**src/rtl/core/assert_macros.svh**
```systemverilog
// Assertion macros shared by the motor sequencer RTL.
// Define ASSERT_OFF to compile every assertion out.
`ifndef ASSERT_MACROS_SVH
`define ASSERT_MACROS_SVH
`ifndef ASSERT_OFF
// Property must hold at every clock edge outside reset.
`define ASSERT_PROP(lbl, clk, rst_n, prop, msg) \
	lbl: assert property (@(posedge clk) disable iff (!rst_n) (prop)) else $error(msg);
// Expression must never be true outside reset.
`define ASSERT_NEVER(lbl, clk, rst_n, expr, msg) \
	lbl: assert property (@(posedge clk) disable iff (!rst_n) !(expr)) else $error(msg);
`else
`define ASSERT_PROP(lbl, clk, rst_n, prop, msg)
`define ASSERT_NEVER(lbl, clk, rst_n, expr, msg)
`endif
`endif

```
**src/rtl/core/mrps_pkg.sv**
```systemverilog
// Package for the motor run/pause sequencer: beat types, codes and reset values.
// No dependencies.
package mrps_pkg;

	localparam int CHANNELS_DEF = 2;

	// item kinds
	localparam logic [1:0] KIND_TICK  = 2'd0;
	localparam logic [1:0] KIND_MODE  = 2'd1;
	localparam logic [1:0] KIND_DELAY = 2'd2;

	// run modes
	localparam logic [1:0] MODE_STOP  = 2'd0;
	localparam logic [1:0] MODE_RIGHT = 2'd1;
	localparam logic [1:0] MODE_LEFT  = 2'd2;
	localparam logic [1:0] MODE_ALT   = 2'd3;

	// configuration register indexes
	localparam int          CFG_IDX_W     = 3;
	localparam logic [2:0]  REG_RUN_TICKS = 3'd0;
	localparam logic [2:0]  REG_PAUSE_0   = 3'd1;
	localparam logic [2:0]  REG_PAUSE_1   = 3'd2;
	localparam logic [2:0]  REG_PAUSE_2   = 3'd3;
	localparam logic [2:0]  REG_PAUSE_3   = 3'd4;

	localparam logic [7:0] RUN_TICKS_RST = 8'd2;
	localparam logic [7:0] PAUSE_0_RST   = 8'd10;
	localparam logic [7:0] PAUSE_1_RST   = 8'd22;
	localparam logic [7:0] PAUSE_2_RST   = 8'd34;
	localparam logic [7:0] PAUSE_3_RST   = 8'd46;

	typedef struct packed {
		logic [1:0] mode;
		logic       channel;
	} cmd_t;

	typedef struct packed {
		logic       out_channel;
		logic       motor_on;
		logic       direction;
		logic [1:0] run_mode;
		logic [1:0] delay_index;
		logic       expired;
	} sts_t;

	// per-channel state word held in the state memory
	typedef struct packed {
		logic [1:0] cur_mode;
		logic [1:0] cur_delay;
		logic [7:0] pause_len;
		logic       running;
		logic       swinging;
		logic       swing_next;
		logic       dir_now;
		logic [7:0] period;
		logic [7:0] elapsed;
	} chan_state_t;

	localparam chan_state_t CHAN_STATE_RST = '{
		cur_mode:   MODE_STOP,
		cur_delay:  2'd0,
		pause_len:  PAUSE_0_RST,
		running:    1'b0,
		swinging:   1'b0,
		swing_next: 1'b0,
		dir_now:    1'b0,
		period:     8'd0,
		elapsed:    8'd0
	};

endpackage

```
**src/rtl/core/motor_run_pause_sequencer.sv**
```systemverilog
// Motor run/pause sequencer top level: per-channel state memory, update stage, result register.
// Depends on mrps_pkg and assert_macros.svh.
//
//   channel  | beat type     | handshake             | notes
//   cmd      | mrps_pkg::cmd_t | cmd_valid/cmd_ready | tick, mode press or delay press
//   sts      | mrps_pkg::sts_t | sts_valid/sts_ready | one status beat per cmd beat
//   cfg      | 8-bit data    | cfg_wr_en, cfg_index  | write only, no wait state
//
// One cmd beat per cycle sustained while sts is not stalled; a beat goes from cmd accept through
// the update stage registers to the sts register. The first step reads the channel word from
// the state memory (synchronous read), the second updates it, writes it back and loads the sts register.
// A write-back to the channel being read in the same cycle is forwarded into the read data.
// Reset clears all per-channel valid bits at once; an invalid entry reads as the reset state.
// A stalled sts holds the update stage and drops cmd_ready only while both are full.
`include "assert_macros.svh"

module motor_run_pause_sequencer #(
	parameter int CHANNELS = mrps_pkg::CHANNELS_DEF
) (
	input  logic                              clk,
	input  logic                              arst_n,
	input  logic                              cmd_valid,
	output logic                              cmd_ready,
	input  mrps_pkg::cmd_t                    cmd,
	output logic                              sts_valid,
	input  logic                              sts_ready,
	output mrps_pkg::sts_t                    sts,
	input  logic                              cfg_wr_en,
	input  logic [mrps_pkg::CFG_IDX_W-1:0]    cfg_index,
	input  logic [7:0]                        cfg_data
);

	localparam int AW = (CHANNELS > 1) ? $clog2(CHANNELS) : 1;

	// ---------------- configuration registers ----------------
	logic [7:0] run_ticks_q;
	logic [7:0] pause_ticks_q [4];

	always_ff @(posedge clk or negedge arst_n) begin
		if (!arst_n) begin
			run_ticks_q      <= mrps_pkg::RUN_TICKS_RST;
			pause_ticks_q[0] <= mrps_pkg::PAUSE_0_RST;
			pause_ticks_q[1] <= mrps_pkg::PAUSE_1_RST;
			pause_ticks_q[2] <= mrps_pkg::PAUSE_2_RST;
			pause_ticks_q[3] <= mrps_pkg::PAUSE_3_RST;
		end else if (cfg_wr_en) begin
			unique case (cfg_index)
				mrps_pkg::REG_RUN_TICKS: run_ticks_q      <= cfg_data;
				mrps_pkg::REG_PAUSE_0:   pause_ticks_q[0] <= cfg_data;
				mrps_pkg::REG_PAUSE_1:   pause_ticks_q[1] <= cfg_data;
				mrps_pkg::REG_PAUSE_2:   pause_ticks_q[2] <= cfg_data;
				mrps_pkg::REG_PAUSE_3:   pause_ticks_q[3] <= cfg_data;
				default: ;  // unmapped index, ignored
			endcase
		end
	end

	// ---------------- handshake / pipeline control ----------------
	logic s1_valid_q;
	logic sts_valid_q;
	logic s1_adv;
	logic accept;

	assign s1_adv    = s1_valid_q && (!sts_valid_q || sts_ready);
	assign cmd_ready = !s1_valid_q || s1_adv;
	assign accept    = cmd_valid && cmd_ready;

	// read address for the incoming beat; out-of-range channel reads entry 0, never writes
	logic          cmd_in_range;
	logic [AW-1:0] rd_addr;

	assign cmd_in_range = ({31'd0, cmd.channel} < CHANNELS);
	assign rd_addr      = cmd_in_range ? AW'(cmd.channel) : '0;

	// ---------------- state memory ----------------
	mrps_pkg::chan_state_t st_mem [CHANNELS];
	logic [CHANNELS-1:0]   vld_q;

	// update stage registers
	logic [1:0]            kind_s1;
	logic                  chan_s1;
	logic                  inr_s1;
	logic [AW-1:0]         addr_s1;
	mrps_pkg::chan_state_t rd_s1;
	logic                  rd_vld_s1;

	// write-back of the update stage
	logic                  wr_en;
	mrps_pkg::chan_state_t wr_data;
	logic                  fwd;

	assign wr_en = s1_adv && inr_s1;
	assign fwd   = wr_en && (addr_s1 == rd_addr);

	always_ff @(posedge clk) begin
		if (wr_en) begin
			st_mem[addr_s1] <= wr_data;
		end
		if (accept) begin
			kind_s1 <= cmd.mode;
			chan_s1 <= cmd.channel;
			inr_s1  <= cmd_in_range;
			addr_s1 <= rd_addr;
			rd_s1   <= fwd ? wr_data : st_mem[rd_addr];
		end
	end

	always_ff @(posedge clk or negedge arst_n) begin
		if (!arst_n) begin
			vld_q      <= '0;
			rd_vld_s1  <= 1'b0;
			s1_valid_q <= 1'b0;
		end else begin
			if (wr_en) begin
				vld_q[addr_s1] <= 1'b1;
			end
			if (accept) begin
				rd_vld_s1 <= fwd || vld_q[rd_addr];
			end
			if (accept) begin
				s1_valid_q <= 1'b1;
			end else if (s1_adv) begin
				s1_valid_q <= 1'b0;
			end
		end
	end

	// ---------------- channel update ----------------
	mrps_pkg::chan_state_t cur;
	mrps_pkg::chan_state_t nxt;
	logic                  expired_s1;
	logic [8:0]            elapsed_inc;
	logic [1:0]            delay_inc;

	assign cur         = rd_vld_s1 ? rd_s1 : mrps_pkg::CHAN_STATE_RST;
	assign elapsed_inc = {1'b0, cur.elapsed} + 9'd1;
	assign delay_inc   = cur.cur_delay + 2'd1;

	always_comb begin
		nxt        = cur;
		expired_s1 = 1'b0;
		unique case (kind_s1)
			mrps_pkg::KIND_TICK: begin
				if (cur.period != 8'd0) begin
					if (elapsed_inc >= {1'b0, cur.period}) begin
						expired_s1  = 1'b1;
						nxt.elapsed = 8'd0;
						if (cur.running) begin
							// end of run: pause
							nxt.running = 1'b0;
							nxt.period  = cur.pause_len;
						end else begin
							// end of pause: next run, alternating flips direction
							if (cur.swinging) begin
								nxt.dir_now    = cur.swing_next;
								nxt.swing_next = ~cur.swing_next;
							end
							nxt.running = 1'b1;
							nxt.period  = run_ticks_q;
						end
					end else begin
						nxt.elapsed = elapsed_inc[7:0];
					end
				end
			end
			mrps_pkg::KIND_MODE: begin
				nxt.cur_mode = cur.cur_mode + 2'd1;
				case (nxt.cur_mode)
					mrps_pkg::MODE_STOP: begin
						nxt.period   = 8'd0;
						nxt.elapsed  = 8'd0;
						nxt.running  = 1'b0;
						nxt.swinging = 1'b0;
					end
					mrps_pkg::MODE_RIGHT: begin
						nxt.dir_now  = 1'b0;
						nxt.swinging = 1'b0;
						nxt.running  = 1'b1;
						nxt.period   = run_ticks_q;
						nxt.elapsed  = 8'd0;
					end
					mrps_pkg::MODE_LEFT: begin
						nxt.dir_now  = 1'b1;
						nxt.swinging = 1'b0;
						nxt.running  = 1'b1;
						nxt.period   = run_ticks_q;
						nxt.elapsed  = 8'd0;
					end
					default: begin  // alternating
						nxt.dir_now    = 1'b0;
						nxt.swinging   = 1'b1;
						nxt.swing_next = 1'b1;
						nxt.running    = 1'b1;
						nxt.period     = run_ticks_q;
						nxt.elapsed    = 8'd0;
					end
				endcase
			end
			mrps_pkg::KIND_DELAY: begin
				nxt.cur_delay = delay_inc;
				nxt.pause_len = pause_ticks_q[delay_inc];
				// paused in a running mode: new pause length takes effect now
				if (!cur.running && cur.cur_mode != mrps_pkg::MODE_STOP) begin
					nxt.period = pause_ticks_q[delay_inc];
				end
			end
			default: ;  // unused kind: no change
		endcase
	end

	assign wr_data = nxt;

	// ---------------- result register ----------------
	mrps_pkg::sts_t sts_d;
	mrps_pkg::sts_t sts_q;

	always_comb begin
		sts_d             = '0;
		sts_d.out_channel = chan_s1;
		if (inr_s1) begin
			sts_d.motor_on    = nxt.running;
			sts_d.direction   = nxt.dir_now;
			sts_d.run_mode    = nxt.cur_mode;
			sts_d.delay_index = nxt.cur_delay;
			sts_d.expired     = expired_s1;
		end
	end

	always_ff @(posedge clk) begin
		if (s1_adv) begin
			sts_q <= sts_d;
		end
	end

	always_ff @(posedge clk or negedge arst_n) begin
		if (!arst_n) begin
			sts_valid_q <= 1'b0;
		end else if (s1_adv) begin
			sts_valid_q <= 1'b1;
		end else if (sts_ready) begin
			sts_valid_q <= 1'b0;
		end
	end

	assign sts_valid = sts_valid_q;
	assign sts       = sts_q;

	// ---------------- assertions ----------------
	`ASSERT_PROP(a_full_stall, clk, arst_n, s1_valid_q && sts_valid_q && !sts_ready |-> !cmd_ready, "cmd taken while pipeline full")
	`ASSERT_PROP(a_exp_tick, clk, arst_n, s1_valid_q && expired_s1 |-> kind_s1 == mrps_pkg::KIND_TICK, "expiry on a non-tick beat")
	`ASSERT_PROP(a_on_mode, clk, arst_n, sts_valid_q && sts_q.motor_on |-> sts_q.run_mode != mrps_pkg::MODE_STOP, "motor on in stop mode")
	`ASSERT_PROP(a_wr_vld, clk, arst_n, wr_en |=> vld_q[$past(addr_s1)], "written entry not marked valid")

endmodule

```
**config.mk**
```make
export PLATFORM = sky130hd
export DESIGN_NAME = motor_run_pause_sequencer
export DESIGN_NICKNAME = d
export VERILOG_FILES = /design/src/rtl/core/mrps_pkg.sv /design/src/rtl/core/motor_run_pause_sequencer.sv
export VERILOG_INCLUDE_DIRS = /design/src /design/src/rtl/core
export SDC_FILE = /design/constraint.sdc
export NUM_CORES = 1
export LEC_CHECK = 0
export ABC_CLOCK_PERIOD_IN_PS = 4700
export BUFFER_PORTS_ARGS = -buffer_cell sky130_fd_sc_hd__clkbuf_2
export CORE_UTILIZATION = 35
export CTS_BUF_LIST = sky130_fd_sc_hd__clkbuf_8
export DETAILED_ROUTE_END_ITERATION = 8
export RECOVER_POWER = 25
export SLEW_MARGIN = 20
export SYNTH_ARGS = -nofsm -noshare
export SYNTH_HDL_FRONTEND = slang
export SYNTH_SLANG_ARGS = --single-unit
```
**constraint.sdc**
```tcl
create_clock -name clk -period 4.7 [get_ports clk]
set_input_delay 0.47 -clock clk [delete_from_list [all_inputs] [get_ports clk]]
set_output_delay 0.47 -clock clk [all_outputs]
set_load 0.02 [all_outputs]
```
## Word level (Yosys, flattened, before mapping)

Memories as Yosys holds them, arrays and structs flattened. A register that Yosys moved wholly into a read port is not among the register bits.
Index checks and enable logic that the tools add are counted.

| word-level totals | value |
|---|---|
| flip-flop bits (word level) | 56 |
| memory bits (writable) | 64 |
| input port bits | 19 |
| output and inout bits | 10 |
| memories kept | 1 |

| cells by class | value |
|---|---|
| $add $sub $neg | 3 |
| $lt $le $gt $ge | 5 |
| equal/unequal tests | 9 |
| muxes and demuxes | 36 |
| bitwise operators | 3 |
| reduce and logical (&&, ||, !) cells | 26 |

Memories:

| memory | depth | bits a word | rd ports | clocked after memory_dff | wr ports | RTL line | RTL |
|---|---|---|---|---|---|---|---|
| st_mem | 2 | 32 | 1 | 1 | 1 | motor_run_pause_sequencer.sv:76 | `mrps_pkg::chan_state_t st_mem [CHANNELS];` |

Operators by type and width:

| cell | count |
|---|---|
| $mux 8 | 5 |
| $mux 32 | 1 |
| $pmux 8 s3 | 1 |
| $mux 10 | 2 |
| $mux 18 | 1 |
| $bmux 8 s2 | 1 |
| $mux 16 | 1 |
| $pmux 8 s2 | 1 |
| $mux 1 | 15 |
| $reduce_and 2->1 | 6 |
| $add 8x1->9 const B | 1 |
| $ge 9x8->1 | 1 |
| $pmux 2 s2 | 2 |
| $reduce_bool 8->1 | 1 |
| $eq 3x2->1 const B | 2 |
| $mux 2 | 3 |
| $reduce_bool 2->1 | 3 |
| $logic_and 1x1->1 | 5 |
| $add 2x1->2 const B | 2 |
| $eq 2x1->1 const B | 2 |
| $eq 2x2->1 const B | 2 |
| $logic_not 2->1 | 2 |
| $lt 1x2->1 const B | 2 |
| $pmux 1 s2 | 2 |
| other kinds (14) | 18 |

## Longest topological paths before layout

| logic depth | value |
|---|---|
| depth after elaboration | 8 |
| mapped depth | 17 |
| mapped depth without buffers | 13 |

## Worst setup path before layout

OpenSTA, ideal clock, no wires.

| path | value |
|---|---|
| path type | reg2reg |
| from | reg rd_vld_s1 (netlist name) |
| to | reg rd_s1[0] (netlist name) |
| library setup time | 129 ps |
| arrival | 3830 ps |
| data required time | 4571 ps |
| setup slack | 741 ps |
| cell stages (with the launch flop) | 17 |
| clock period less this slack | 3959 ps |
| path through | dfrtp_1 -> buf_2 -> buf_2 -> clkbuf_1 -> buf_2 -> and2_1 -> ha_1 -> nand3_2 -> or3_1 -> a21oi_1 -> ha_1 -> a21o_1 -> a221oi_2 -> o211ai_2 -> or4_1 -> a31oi_2 -> a21o_1 |

==> key figures <==
Timing
  – Hold Vio Cnt, Final: 0
  – Final setup fails: 0
  – Slew headroom: -73.71%
  – Final Skew: 15.07 ps
  – Worst-Margin Slew: 2606 ps
  – Final Slew Violations: 84
  – Fmax: 247.1 MHz
  – Final worst slack: 652.9 ps
  – RSZ-0062 raised after global routing: false
  – Period utilisation layout: 86.11%
  – Setup TNS: 0 ps
  – Minimum clock period: 4047 ps

Worst setup path
  – CP max stage cell: o211a_2
  – Critical path class: register to register
  – Cell repeated most along the worst path: ha_1
  – Sequence of cells on the critical path: buf_4 -> nand2_1 -> inv_1 -> ha_1 -> nand3_2 -> or3_1 -> a21oi_1 -> ha_1 -> a21o_1 -> a221oi_2 -> o211a_2 -> o21ai_1 -> or4_1 -> a32oi_1
  – Max incr delay on CP: 520 ps
  – Crit path DAT: 4370 ps
  – CP startpoint kind: register
  – Worst setup EP type: register
  – Crit path max fanout: 15
  – CP Buf/Inv Count: 2
  – Required @ worst endpoint: 5020 ps
  – CP delay by family, top: compound AO/OA/AOI/OAI gates

Final layout
  – Area grow syn2layout: 11.11%
  – Cell area after layout: 8536 sq um
  – Ratio of cells with drive above 1 in the final layout: 20.47%
  – Finished Layout Cells: 959
  – Final net count: 703
  – ANT cells: 0
  – Fillers: 2015

Clock network
  – CTS root buf: clkbuf_8
  – Post-CTS Setup Bufs: 0
  – Sink Count: 152
  – Clk_lat worst skew: 470 ps
  – CTS HTree Levels: 4
  – CTS tree: yes
  – PostCTS Resize Cnt: 0
  – CTS Buffer Depth: 2
  – Hold_buf cts: 0
  – Clock slew at reported path FFs: 90 ps
  – CTS buffer count: 17

Drt
  – DR WL/cell: 20.48 um
  – DRC violations left: 0
  – Final WL: 19640 um
  – Vias/cell: 5.726
  – Antenna-violating nets left: 0
  – First-pass detailed-route iteration total: 5
  – Routed via count: 5491
  – Initial DRC count: 423

Synthesis
  – Synthesized netlist cell count: 646
  – Netlist Area Pre-Place: 7682 sq um
  – Commonest cells in the netlist: 107 x edfxtp_1, 73 x nand2_1, 44 x mux2_2, 38 x nor2_1, 35 x o21ai_0
  – Ranking of synthesized cells by area: edfxtp_1 42%, dfrtp_1 11%, mux2_2 6.4%
  – Area share of the largest cell type after synthesis: 41.82%
  – Synthesized flop and latch total: 152
  – Largest area contributor in the netlist: edfxtp_1
  – Post-synth ARST share: 29.61%
  – Syn nets: 678
  – Sequential fraction of the synthesis area: 56.68%
  – Syn Area/Cell: 11.89 sq um
  – Most numerous cell in the Yosys netlist: edfxtp_1
  – Netlist cell types: 67
  – Main synth FF type: edfxtp_1
  – EDFF count, synth: 107
  – Yosys warns: 0

Global routing
  – Grt total ovfl: 0
  – Vias in the first global route: 5463
  – Global-route wire length before repair: 31260 um
  – Pin count of the biggest net entering global routing: 46
  – Initial antenna violation count: 0
  – Total GRT Usage: 18.64%

Floorplanning
  – Die area: 22550 sq um
  – Ports: 29
  – Starting Density: 36.09%
  – Die W: 150.2 um
  – Core Area: 21290 sq um
  – Die height: 150.2 um
  – Row count: 53

Outcome
  – Failing checks: max-capacitance violations, max-slew violations
  – Status: finished with violations

Job
  – Max Cap Viol: 2

Placement
  – Post-DP Area: 8123 sq um
  – Inst Count DP: 927
  – Global placer's final weighted congestion: 0.9224
  – Dpl hpwl: 13450 um
  – I/O Buffers: 28
  – Place WS: 739.0 ps

Pwr
  – Total Power: 3.553 mW
  – PwrDens: 416.3 nW/um^2
  – Pleak: 3.171 nW
  – VDD IR max: 0.2601 mV

Worst hold path
  – Min-Delay Path Class: input pin to register
==> placed cells by master (no fill, tap or decap), types with 3 or more instances in the layout <==
| cell | n |
|---|---|
| a211oi_1 | 8 |
| a21o_1 | 9 |
| a21oi_1 | 16 |
| a221oi_1 | 12 |
| a22o_1 | 4 |
| a22oi_1 | 9 |
| a31oi_1 | 10 |
| and3_1 | 5 |
| buf_4 | 10 |
| bufinv_16 | 4 |
| clkbuf_1 | 6 |
| clkbuf_2 | 24 |
| clkbuf_8 | 17 |
| clkinv_4 | 4 |
| clkinvlp_4 | 4 |
| dfrtp_1 | 33 |
| dfstp_2 | 12 |
| edfxtp_1 | 107 |
| ha_1 | 13 |
| inv_1 | 10 |
| mux2_2 | 44 |
| mux2i_1 | 30 |
| nand2_1 | 73 |
| nand2b_1 | 9 |
| nand3_1 | 20 |
| nor2_1 | 37 |
| nor2b_1 | 15 |
| nor3_1 | 9 |
| o211ai_1 | 7 |
| o21ai_0 | 35 |
| o21ai_1 | 3 |
| o22a_1 | 4 |
| o22ai_1 | 10 |
| o2bb2ai_1 | 5 |
| o32ai_1 | 9 |
| or3_1 | 4 |
| or4_1 | 3 |
| xnor2_1 | 6 |
==> state kept, by name (all words and copies together) (netlist names), 2 cells and up <==
register and count:
st_mem 64, kind_s1 2, vld_q 2, run_ticks_q 8, pause_ticks_q 32, sts 8, rd_s1 32
==> final timing paths <==
check                                from  slack, ps  depth (start not counted)                to
min in group asynchronous          arst_n        920                          2  pause_ticks_q[0]
worst min register to register   vld_q[0]        460                          1          vld_q[0]
worst min-delay path               cmd[2]        180                          1        kind_s1[1]
max in group asynchronous          arst_n       2310                          2  pause_ticks_q[4]
worst max-delay path            rd_vld_s1        650                         14          rd_s1[4]
worst max register to register  rd_vld_s1        650                         14          rd_s1[4]
==> where the power goes <==
part	switching, mW	leakage [nW]	internal, mW
logic	0.405	1.44	0.266
registers	0.114	1.52	1.66
clock network	0.528	0.203	0.578
total	1.05	3.17	2.51
==> worst reg2reg max path, stage by stage, from the launching register on <==
cell and delay [ps]:
dfrtp_1 370, buf_4 180, nand2_1 100, inv_1 110
ha_1 290, nand3_2 140, or3_1 390, a21oi_1 150
ha_1 260, a21o_1 190, a221oi_2 310, o211a_2 520
o21ai_1 180, or4_1 500, a32oi_1 200
==> routing by layer <==
metal | wire, um | GRT usage (%) | vias up | part of all wire [%]
met5 | 0 | 0 | - | 0
met4 | 415 | 6.616 | 0 | 2.1
met3 | 1153 | 4.273 | 29 | 5.9
met2 | 8910 | 28.59 | 201 | 45
met1 | 9161 | 25.77 | 2730 | 47
li1 | - | - | 2531 | -
==> logic make-up after synthesis <==
group / synth area share, %
buffers and inverters: 2.410
AO/OA/AOI/OAI: 15.15
XOR/XNOR: 0.9121
flip-flops: 56.68
adder cells (fa/ha/maj): 2.117
multiplexers: 10.36
AND/OR/NAND/NOR: 12.38
==> stage by stage <==
step / hold slack [ps] / utilization [%]
global placement: 439.9 / 38.14
floorplan: 174.4 / -
global route: 138.3 / 40.10
CTS: 108.1 / 40.20
finish: 175.9 / 40.10
detailed placement: 442.3 / 38.16
==> area by class of cell <==
type | count | area (sq um) | share of cell area, %
inverters | 10 | 37.54 | 0.4398
multi-input cells | 450 | 3147 | 36.87
repair buffers | 40 | 217.7 | 2.551
well taps | 275 | 344.1 | 4.031
flip-flops and latches | 152 | 4354 | 51.01
clock inverters | 15 | 201.4 | 2.360
clock buffers | 17 | 234.0 | 2.741
Power figures use the tool's default switching activity.
